[config.mk]
export PLATFORM = sky130hd
export DESIGN_NAME = best_fit_block_allocator
export DESIGN_NICKNAME = d
export VERILOG_FILES = /design/src/bfba_pkg.sv /design/src/bfba_table.sv /design/src/bfba_scan.sv /design/src/best_fit_block_allocator.sv
export SDC_FILE = /design/constraint.sdc
export NUM_CORES = 1
export LEC_CHECK = 0
export ABC_AREA = 1
export BUFFER_PORTS_ARGS = -buffer_cell sky130_fd_sc_hd__buf_2
export CORE_UTILIZATION = 35
export DETAILED_ROUTE_END_ITERATION = 6
export GPL_TIMING_DRIVEN = 1
export PLACE_DENSITY = 0.53
export SETUP_SLACK_MARGIN = 0.05
export SLEW_MARGIN = 25
export SYNTH_ARGS = -nofsm -noshare
export SYNTH_HDL_FRONTEND = slang
export SYNTH_HIERARCHICAL = 1
export SYNTH_SLANG_ARGS = --single-unit
[constraint.sdc]
create_clock -name clk -period 14.7 [get_ports clk]
set_clock_uncertainty 0.1 [all_clocks]
set_input_delay 2.94 -clock clk [delete_from_list [all_inputs] [get_ports clk]]
set_output_delay 2.94 -clock clk [all_outputs]
set_load 0.005 [all_outputs]
[src/bfba_pkg.sv]
// Shared constants and helper functions for the best-fit block allocator.
// No dependencies; every other file of the block imports this package.
`timescale 1ns / 1ps

package bfba_pkg;

  // Default sizing of the block table.
  localparam int NUM_BLOCKS_DEF = 8;
  localparam int SIZE_BITS_DEF  = 20;

  // Fixed widths of the request and result ports.
  localparam int SIZE_PORT_W  = 20;
  localparam int INDEX_PORT_W = 3;
  localparam int CFG_W        = 4;

  // Value of blocks_in_use after reset.
  localparam logic [CFG_W-1:0] CFG_RESET = 4'd8;

  // Operation codes on the op port.
  localparam logic OP_LOAD    = 1'b0;
  localparam logic OP_REQUEST = 1'b1;

  // Bits needed to address a table of n entries (at least one).
  function automatic int idx_width(input int n);
    idx_width = (n > 1) ? $clog2(n) : 1;
  endfunction

  // Bits needed to count from zero up to n inclusive.
  function automatic int cnt_width(input int n);
    cnt_width = $clog2(n + 1);
  endfunction

endpackage

[src/bfba_table.sv]
// Block table: capacity and usage memories with per-entry valid bits.
// Depends on bfba_pkg for the address width function.
`timescale 1ns / 1ps

module bfba_table #(
  parameter int NUM_BLOCKS = bfba_pkg::NUM_BLOCKS_DEF,
  parameter int SIZE_BITS  = bfba_pkg::SIZE_BITS_DEF
) (
  input  logic                                           clk,
  input  logic                                           rst,
  input  logic                                           load_en,
  input  logic [bfba_pkg::idx_width(NUM_BLOCKS)-1:0]     load_addr,
  input  logic [SIZE_BITS-1:0]                           load_cap,
  input  logic                                           upd_en,
  input  logic [bfba_pkg::idx_width(NUM_BLOCKS)-1:0]     upd_addr,
  input  logic [SIZE_BITS-1:0]                           upd_used,
  input  logic                                           clear_used,
  input  logic [bfba_pkg::idx_width(NUM_BLOCKS)-1:0]     rd_addr,
  output logic [SIZE_BITS-1:0]                           rd_cap,
  output logic [SIZE_BITS-1:0]                           rd_used
);
  import bfba_pkg::*;

  logic [SIZE_BITS-1:0]  cap_mem  [NUM_BLOCKS];
  logic [SIZE_BITS-1:0]  used_mem [NUM_BLOCKS];
  logic [NUM_BLOCKS-1:0] cap_valid;
  logic [NUM_BLOCKS-1:0] used_valid;
  logic [SIZE_BITS-1:0]  rd_cap_q;
  logic [SIZE_BITS-1:0]  rd_used_q;
  logic                  rd_cap_ok;
  logic                  rd_used_ok;

  // Valid bits stand in for the all-zero reset of both arrays. A batch
  // clear wins over the usage write of the same request.
  always_ff @(posedge clk) begin
    if (rst) begin
      cap_valid  <= '0;
      used_valid <= '0;
    end else begin
      if (load_en) begin
        cap_valid[load_addr]  <= 1'b1;
        used_valid[load_addr] <= 1'b0;
      end else if (clear_used) begin
        used_valid <= '0;
      end else if (upd_en) begin
        used_valid[upd_addr] <= 1'b1;
      end
    end
  end

  always_ff @(posedge clk) begin
    if (load_en) begin
      cap_mem[load_addr] <= load_cap;
    end
    if (upd_en) begin
      used_mem[upd_addr] <= upd_used;
    end
    rd_cap_q   <= cap_mem[rd_addr];
    rd_used_q  <= used_mem[rd_addr];
    rd_cap_ok  <= cap_valid[rd_addr];
    rd_used_ok <= used_valid[rd_addr];
  end

  assign rd_cap  = rd_cap_ok  ? rd_cap_q  : '0;
  assign rd_used = rd_used_ok ? rd_used_q : '0;

endmodule

[src/bfba_scan.sv]
// Shared compare unit: judges one block per cycle and keeps the best fit so far.
// Depends on bfba_pkg for the index width function.
`timescale 1ns / 1ps

module bfba_scan #(
  parameter int NUM_BLOCKS = bfba_pkg::NUM_BLOCKS_DEF,
  parameter int SIZE_BITS  = bfba_pkg::SIZE_BITS_DEF
) (
  input  logic                                       clk,
  input  logic                                       rst,
  input  logic                                       clear,
  input  logic                                       valid,
  input  logic [bfba_pkg::idx_width(NUM_BLOCKS)-1:0] idx,
  input  logic [SIZE_BITS-1:0]                       cap,
  input  logic [SIZE_BITS-1:0]                       used,
  input  logic [SIZE_BITS-1:0]                       size,
  output logic                                       found,
  output logic [bfba_pkg::idx_width(NUM_BLOCKS)-1:0] best,
  output logic [SIZE_BITS-1:0]                       best_used
);
  import bfba_pkg::*;

  logic [SIZE_BITS-1:0] rem;
  logic [SIZE_BITS-1:0] best_rem;
  logic                 take;

  // A block that is overused never fits; ties keep the earlier block.
  assign rem  = cap - used;
  assign take = valid && (used <= cap) && (rem >= size) && (!found || (rem < best_rem));

  always_ff @(posedge clk) begin
    if (rst) begin
      found <= 1'b0;
    end else if (clear) begin
      found <= 1'b0;
    end else if (take) begin
      found <= 1'b1;
    end
  end

  always_ff @(posedge clk) begin
    if (take) begin
      best      <= idx;
      best_rem  <= rem;
      best_used <= used;
    end
  end

endmodule

[src/best_fit_block_allocator.sv]
// Top level of the best-fit block allocator: sequencer, config register, outputs.
// Depends on bfba_pkg, bfba_table and bfba_scan.
`timescale 1ns / 1ps

// A request is taken when start is high and busy is low. A load (op = 0)
// writes one block's capacity and clears its usage at that same edge; it
// produces no result and leaves busy low, so another request may follow at
// once. An allocation request (op = 1) walks the usable blocks one per cycle
// through a single subtract-and-compare unit fed from the block memories.
// With N usable blocks (blocks_in_use, capped at NUM_BLOCKS) the scan reads
// each of the N blocks once before the result, and none when no block is
// usable. busy is high from the cycle after acceptance through the result
// cycle, so the next request can be taken in the cycle after the result.
// The result appears on granted and block_number for exactly one cycle,
// marked by done; the receiver cannot stall it, so it must sample it then.
// block_number is zero when a request is not granted. A request flagged
// last_in_batch clears the usage of every block once it is served.
// blocks_in_use is written through cfg_we and cfg_data and should only be
// changed while busy is low; values above NUM_BLOCKS act as NUM_BLOCKS.
module best_fit_block_allocator #(
  parameter int NUM_BLOCKS = bfba_pkg::NUM_BLOCKS_DEF,
  parameter int SIZE_BITS  = bfba_pkg::SIZE_BITS_DEF
) (
  input  logic                                clk,
  input  logic                                rst,
  input  logic                                start,
  output logic                                busy,
  input  logic                                op,
  input  logic [bfba_pkg::INDEX_PORT_W-1:0]   block_index,
  input  logic [bfba_pkg::SIZE_PORT_W-1:0]    size_value,
  input  logic                                last_in_batch,
  input  logic                                cfg_we,
  input  logic [bfba_pkg::CFG_W-1:0]          cfg_data,
  output logic                                done,
  output logic                                granted,
  output logic [bfba_pkg::INDEX_PORT_W-1:0]   block_number
);
  import bfba_pkg::*;

  localparam int IDX_W = idx_width(NUM_BLOCKS);
  localparam int CNT_W = cnt_width(NUM_BLOCKS);

  // Sequencer states.
  localparam logic [1:0] S_IDLE   = 2'd0;
  localparam logic [1:0] S_SCAN   = 2'd1;
  localparam logic [1:0] S_FINISH = 2'd2;

  logic [1:0]           state;
  logic [1:0]           state_next;
  logic [CFG_W-1:0]     blocks_in_use;
  logic [CNT_W-1:0]     cnt;
  logic                 pend;
  logic [IDX_W-1:0]     rd_idx;
  logic [SIZE_BITS-1:0] size_q;
  logic                 last_q;

  logic                 accept;
  logic                 load_go;
  logic                 req_go;
  logic [SIZE_BITS-1:0] size_in;
  logic [CNT_W-1:0]     limit;
  logic                 issue;

  logic [SIZE_BITS-1:0] rd_cap;
  logic [SIZE_BITS-1:0] rd_used;
  logic                 found;
  logic [IDX_W-1:0]     best;
  logic [SIZE_BITS-1:0] best_used;
  logic                 finishing;

  assign busy    = (state != S_IDLE);
  assign accept  = start && !busy;
  // A load whose index lies past the table is dropped.
  assign load_go = accept && (op == OP_LOAD) && (int'(block_index) < NUM_BLOCKS);
  assign req_go  = accept && (op == OP_REQUEST);

  // Sizes are kept modulo 2^SIZE_BITS.
  assign size_in = SIZE_BITS'({{SIZE_BITS{1'b0}}, size_value});

  // Number of blocks a request may look at.
  always_comb begin
    if (int'(blocks_in_use) > NUM_BLOCKS) begin
      limit = CNT_W'(NUM_BLOCKS);
    end else begin
      limit = CNT_W'(blocks_in_use);
    end
  end

  assign issue     = (state == S_SCAN) && (cnt < limit);
  assign finishing = (state == S_FINISH);

  always_ff @(posedge clk) begin
    if (rst) begin
      blocks_in_use <= CFG_RESET;
    end else if (cfg_we) begin
      blocks_in_use <= cfg_data;
    end
  end

  // The scan issues one read per cycle; the memory answers in the next cycle,
  // tracked by pend and rd_idx, and the compare unit takes it then. The scan
  // ends once every block is issued and the last answer has been compared.
  always_comb begin
    state_next = state;
    unique case (state)
      S_IDLE: begin
        if (req_go) begin
          state_next = S_SCAN;
        end
      end
      S_SCAN: begin
        if (!issue && !pend) begin
          state_next = S_FINISH;
        end
      end
      S_FINISH: begin
        state_next = S_IDLE;
      end
      default: begin
        state_next = S_IDLE;
      end
    endcase
  end

  always_ff @(posedge clk) begin
    if (rst) begin
      state <= S_IDLE;
      cnt   <= '0;
      pend  <= 1'b0;
    end else begin
      state <= state_next;
      if (req_go) begin
        cnt  <= '0;
        pend <= 1'b0;
      end else if (state == S_SCAN) begin
        pend <= issue;
        if (issue) begin
          cnt <= cnt + 1'b1;
        end
      end
    end
  end

  always_ff @(posedge clk) begin
    if (req_go) begin
      size_q <= size_in;
      last_q <= last_in_batch;
    end
    if (issue) begin
      rd_idx <= cnt[IDX_W-1:0];
    end
  end

  bfba_table #(
    .NUM_BLOCKS (NUM_BLOCKS),
    .SIZE_BITS  (SIZE_BITS)
  ) u_table (
    .clk        (clk),
    .rst        (rst),
    .load_en    (load_go),
    .load_addr  (IDX_W'({{IDX_W{1'b0}}, block_index})),
    .load_cap   (size_in),
    .upd_en     (finishing && found),
    .upd_addr   (best),
    .upd_used   (best_used + size_q),
    .clear_used (finishing && last_q),
    .rd_addr    (cnt[IDX_W-1:0]),
    .rd_cap     (rd_cap),
    .rd_used    (rd_used)
  );

  bfba_scan #(
    .NUM_BLOCKS (NUM_BLOCKS),
    .SIZE_BITS  (SIZE_BITS)
  ) u_scan (
    .clk       (clk),
    .rst       (rst),
    .clear     (req_go),
    .valid     (pend),
    .idx       (rd_idx),
    .cap       (rd_cap),
    .used      (rd_used),
    .size      (size_q),
    .found     (found),
    .best      (best),
    .best_used (best_used)
  );

  // The result is shown during the single finishing cycle.
  assign done         = finishing;
  assign granted      = finishing && found;
  assign block_number = (finishing && found)
                      ? INDEX_PORT_W'({{INDEX_PORT_W{1'b0}}, best}) : '0;

endmodule
== Word level (Yosys, flattened, before mapping) ==
Memory sizes are Yosys's and may differ from the RTL's. A register that Yosys moved wholly into a read port is not among the register bits.
Cells that the tools add are included.
Word-level totals
  register bits: 97
  memory bits (writable): 320
  input port bits: 33
  output and inout port bits: 6
  logic and storage cells: 84
  memories kept: 2
Memories
  u_table.cap_mem: depth 8, bits a word 20, rd ports 1, clocked after Yosys merged registers in 1, write ports 1, RTL line bfba_table.sv:24  | logic [SIZE_BITS-1:0] cap_mem [NUM_BLOCKS];
  u_table.used_mem: depth 8, bits a word 20, rd ports 1, clocked after Yosys merged registers in 1, write ports 1, RTL line bfba_table.sv:25  | logic [SIZE_BITS-1:0] used_mem [NUM_BLOCKS];
Operators by class
  $add $sub $neg: 3
  order comparisons: 10
  equal/unequal tests: 4
  mux-type cells: 22
  bitwise gates (word level): 5
  reductions and logical operators: 23
Operators with widths (number)
  20-bit 2-to-1 mux: 2
  8-bit 2-to-1 mux: 3
  20-bit adder: 1
  20-bit >= comparator: 1
  20-bit <= comparator: 1
  20-bit < comparator: 1
  20-bit subtractor: 1
  8-bit OR: 2
  1-bit logical AND: 12
  3-bit by 4-bit < comparator with 1-bit output (second input constant): 3
  8-bit bitwise AND: 1
  1-bit 2-to-1 mux: 8
  8-bit NOT: 1
  1-bit binary-select mux with 3-bit select: 2
  1-bit demux with 3-bit select: 2
  3-bit by 1-bit >= comparator with 1-bit output (second input constant): 2
  4-bit by 1-bit adder with 4-bit output (second input constant): 1
  4-bit greater-than comparator (second input constant): 1
  1-bit logical NOT: 4
  4-bit < comparator: 1
  2-bit 2-to-1 mux: 2
  4-bit 2-to-1 mux: 1
  2-bit case mux with 2 select lines: 1
  2-bit AND reduction: 2
  11 further kinds: 11

== Longest topological paths before layout ==
  word-level depth: 8
  mapped depth: 24
  mapped depth without buffers: 23

== Hierarchy ==
The synthesis kept the hierarchy.
By module, submodules not included
  bfba_table: times used 1, cells each 1666, area an instance 16024.1 sq um, seq. area each 10770.3 sq um
  bfba_scan: times used 1, cells each 446, area an instance 3656.0 sq um, seq. area each 1311.3 sq um
  best_fit_block_allocator: times used 1, cells each 372, area an instance 2628.8 sq um, seq. area each 940.9 sq um

== Worst setup path after synthesis ==
No wires, ideal clock.
  path type: reg-to-reg
  start: register u_table.rd_used_ok
  end: register u_scan/best[0] in the netlist's numbering, enable pin
  setup time: 415 ps
  arrival: 4100 ps
  required time: 14185 ps
  setup slack: 10085 ps
  cell stages (with the launch flop): 23
  path buffers: 1
  period minus slack after synthesis: 4615 ps
  cell sequence: dfxtp_1 > clkbuf_1 > nand2_1 > inv_1 > ha_1 > inv_1 > fa_1 > nand3_1 > nand3_2 > a21oi_2 > o21bai_2 > nand2_1 > nand2_1 > xor2_1 > ha_1 > nand2_1 > nor2_1 > nand2_1 > nor2_1 > nand2_1 > nand4_1 > nand3_2 > a21oi_2
On the way
  longest elaborated chain between the ends: 5
  elaborated cells on any way between the ends: 9
  those cells by class: add/sub (1); order compare (3); mux (1); reduce/logical (4)
RTL lines
  from (decl): RTL line bfba_table.sv:31  | logic rd_used_ok;
  from (signal assigned): RTL line bfba_table.sv:61  | rd_used_ok <= used_valid[rd_addr];
  20-bit 2-to-1 mux (*): RTL line bfba_table.sv:65  | assign rd_used = rd_used_ok ? rd_used_q : '0;
  named net rd_used[0]: RTL line best_fit_block_allocator.sv:65  | logic [SIZE_BITS-1:0] rd_used;
  20-bit subtractor (*): RTL line bfba_scan.sv:28  | assign rem = cap - used;
  named net u_scan.rem[14]: RTL line bfba_scan.sv:23  | logic [SIZE_BITS-1:0] rem;
  20-bit >= comparator or 20-bit < comparator (tied branches): RTL line bfba_scan.sv:29  | assign take = valid && (used <= cap) && (rem >= size) && (!found || (rem < best_rem));
  1-bit logical AND or 1-bit logical OR (tied branches): RTL line bfba_scan.sv:29
  1-bit logical AND (*): RTL line bfba_scan.sv:29
  named net u_scan.take: RTL line bfba_scan.sv:25  | logic take;
  to (signal assigned): RTL line bfba_scan.sv:43  | best <= idx;
  to (decl): RTL line bfba_scan.sv:18  | output logic [bfba_pkg::idx_width(NUM_BLOCKS)-1:0] best,
Mark *: on every way through the listed nets, which the timed path passes. The rest lies on a longest branch.
A chain may end at the register's enable or synchronous reset.

== Worst setup path after layout ==
  start: register state[1]
  end: output granted
On the way
  longest elaborated chain between the ends: 2
RTL lines
  from (decl): RTL line best_fit_block_allocator.sv:48  | logic [1:0] state;
  from (signal assigned): RTL line best_fit_block_allocator.sv:131  | state <= state_next;
  2-bit equality test: RTL line best_fit_block_allocator.sv:90  | assign finishing = (state == S_FINISH);
  1-bit logical AND: RTL line best_fit_block_allocator.sv:191  | assign granted = finishing && found;
  to (decl): RTL line best_fit_block_allocator.sv:35  | output logic granted,
No other way between the ends.

==> flow_summary_export.csv <==
group,metric,value,unit
power,swShare,0.281,
critical_path,arrival,1860,ps
placed_design,dp.cells,3313,
die,start_util,0.354,
logic_synthesis,synth.avg_cell_area,8.98,sq um
critical_path,startpoint_type,"register",
critical_path,endpoint_kind,"output pin",
critical_path,cp_cell_sequence,"inv_1 > nor2_1 > nand2_1 > inv_1 > buf_2",
clock_tree,ctsHoldBuffers,0,
power,ir_drop,0.0954,mV
power,combPwrFrac,0.165,
global_route,grt_max_degree,91,
timing,tns,0,ps
clock_tree,clk_latency,600,ps
routing,wl_met1,25.9,mm
outcome,violations,"design-rule violations",
critical_path,crit_slowest_cell,"dfxtp_1",
clock_tree,cts-resized-gates,0,
timing,finalMaxSlewViolations,0,
power,p_per_area,130,nW/um^2
logic_synthesis,synthCells,2484,
routing,drt-vias-per-instance,4.52,
placed_design,dpl.hpwl,36.6,mm
final_layout,diodes,0,
global_route,globalRouteOverflowTotal,0,
timing,holdWs,342,ps
routing,firstDrtPassIters,7,
power,finalPower,0.00325,W
die,num_rows,92,
final_layout,final_cell_count_no_fill,3406,
final_layout,drive_gt1_frac,0.0707,
critical_path,critical_path_class,"reg2out",
power,p_seq_frac,0.457,
final_layout,synthToLayoutAreaGrowth,11.8,%
logic_synthesis,syn-cell-area,22300,sq um
routing,met3_length,2.30,mm
logic_synthesis,ys_types,41,
clock_tree,cts_tree,"done",
timing,period_share,0.334,
power,clkPwrFrac,0.378,
timing,fin_crit,4900,ps
die,num_io_pins,39,
timing,hold_violations,0,
routing,route.detailed.drc,1,
final_layout,final_nets,2637,
logic_synthesis,ys_seq_area_frac,0.584,
logic_synthesis,ys_warn_count,6,
timing,max_slew.worst_pin.slew,1090,ps
critical_path,worstPathMaxFanout,4,
routing,wl_met2,25.4,mm
final_layout,n_fill_cell,6321,
critical_path,max_stage_delay,360,ps
logic_synthesis,syn_nets,2601,
outcome,status,"finished with violations",
critical_path,cpMostUsedCell,"inv_1",
clock_tree,clk_path_buf_depth,3,
timing,rsz0062_at_grt,"no",
logic_synthesis,ys_ff_latch,457,
die,dieHeight,254,um
routing,wl_per_cell,16.2,um
routing,dr.max_layer_used,"met4",
hold_path,hold_class,"reg2reg",
placed_design,gp_congestion,0.899,
clock_tree,cts_buffers,50,
power,intPower,0.00234,W
timing,fmax,204,MHz
global_route,grt_pass1_wl,84.9,mm
die,dieArea,64800,sq um
clock_tree,clock_sinks,457,
power,p_switching,0.000913,W
global_route,grt_usage,0.174,
placed_design,port_buffers,38,
routing,drtIter0Drc,1035,
clock_tree,clk_pin_slew_worst_paths,60,ps
flow_run,cap_violations,0,
critical_path,required,11660,ps
timing,finalSetupViolations,0,
final_layout,final_cell_mix,"846 x nand2_1, 560 x inv_1, 387 x edfxtp_1",
global_route,antenna_found_initial,1,
power,p_leak,11.9,nW
final_layout,layout_commonest_cell,"nand2_1",
die,die_x,254,um
routing,antenna_left,0,
routing,vias,15400,
clock_tree,cts.htree.levels,2,
clock_tree,postCtsSetupBuffers,0,
clock_tree,cts_root_buf,"clkbuf_16",
timing,relSlewSlack,0.276,
die,core-area,63100,sq um
global_route,grt_pass1_vias,14900,
routing,wirelength,55.0,mm
## layer usage
layer / track usage / vias to the layer above
met2: 0.286 / 291
met4: 0.0504 / 0
met5: 0 / -
met3: 0.0257 / 88
met1: 0.237 / 7218
li1: - / 7814
## registers in the layout, summed over array words and instances, names as in the netlist, 2 cells and up
| name | count |
|---|---|
| u_scan/best | 3 |
| u_table/used_mem | 160 |
| u_table/rd_cap_q | 20 |
| u_table/cap_valid | 8 |
| state | 2 |
| u_scan/best_used | 20 |
| u_table/cap_mem | 160 |
| cnt | 4 |
| u_table/rd_used_q | 20 |
| rd_idx | 3 |
| u_table/used_valid | 8 |
| u_scan/best_rem | 20 |
| blocks_in_use | 4 |
| size_q | 20 |
## power by group through the flow
stage / combinational (W) / clock [W] / sequential [W]
after floorplan: 0.000392 / 0 / 0.00150
after global placement: 0.000521 / 0 / 0.00151
after detailed placement: 0.000537 / 0 / 0.00152
after CTS: 0.000540 / 0.00126 / 0.00149
after global routing: 0.000617 / 0.00131 / 0.00149
final: 0.000537 / 0.00123 / 0.00149
## final cells by class
cell class,instances,area [sq um],area share
Inverter,563,2120,0.0848
Tap cell,846,1060,0.0424
Timing Repair Buffer,54,330,0.0132
Sequential cell,457,13000,0.523
Multi-Input combinational cell,1394,6790,0.272
Clock inverter,30,279,0.0112
Clock buffer,62,1340,0.0536
## worst max-delay path, delay by kind of cell, from the launching register on
family	cells	cell delay (ps)
buffers and inverters	3	540
AND/OR/NAND/NOR	2	360
flip-flops	1	360
## path summary, 6_finish.rpt
| path | from | to | slack (ps) | cells past startpoint |
|---|---|---|---|---|
| worst max-delay path | state[1]$_SDFFE_PP0P_ | granted | 9800 | 5 |
| worst min-delay path | rd_idx[2]$_DFFE_PP_ | u_scan/best[2]$_DFFE_PP_ | 340 | 0 |
| worst max register to register | u_table/rd_used_ok$_DFF_P_ | u_scan/best[1]$_DFFE_PP_ | 9830 | 21 |
| worst min register to register | rd_idx[2]$_DFFE_PP_ | u_scan/best[2]$_DFFE_PP_ | 340 | 0 |
## Yosys cell counts, drive strengths merged
| master | instances | area [sq um] |
|---|---|---|
| o21bai | 5 | 41.3 |
| a21oi | 69 | 368 |
| o21a | 2 | 15.0 |
| a31oi | 1 | 6.26 |
| nand3b | 1 | 7.51 |
| and2 | 1 | 6.26 |
| clkinv | 1 | 3.75 |
| nand4 | 13 | 81.3 |
| or2 | 1 | 6.26 |
| dfxtp | 70 | 1400 |
| nor3b | 1 | 7.51 |
| fa | 2 | 40.0 |
| buf | 58 | 388 |
| ha | 82 | 1030 |
| nand3 | 209 | 1080 |
| edfxtp | 387 | 11600 |
| xnor2 | 7 | 61.3 |
| nand2 | 857 | 3240 |
| nor4 | 3 | 18.8 |
| nor3 | 13 | 75.1 |
| inv | 562 | 2110 |
| o21ai | 15 | 82.6 |
| a21o | 6 | 46.3 |
| nor2 | 85 | 347 |
| and3 | 1 | 6.26 |
| clkbuf | 12 | 45.0 |
| xor2 | 20 | 175 |
## metrics by stage
| step | setup slack, ps | area [sq um] | utilization |
|---|---|---|---|
| 2_1_floorplan | 10080 | 22300 | - |
| 3_3_place_gp | 9070 | 23300 | 0.369 |
| 3_5_place_dp | 9080 | 23300 | 0.369 |
| 4_1_cts | 9710 | 24900 | 0.395 |
| 5_1_grt | 9400 | 24900 | 0.395 |
| 6_report | 9800 | 24900 | 0.395 |
## logic make-up after synthesis
kind of cell	count (synthesis)	share of synthesized area
AOI/OAI and AO/OA	98	0.0251
xor gates and xnor gates	27	0.0106
adders and majority gates	84	0.0478
buffers and inverters	633	0.114
DFF	457	0.584
and+or+nand+nor	1185	0.219
Power figures use the tool's default switching activity.
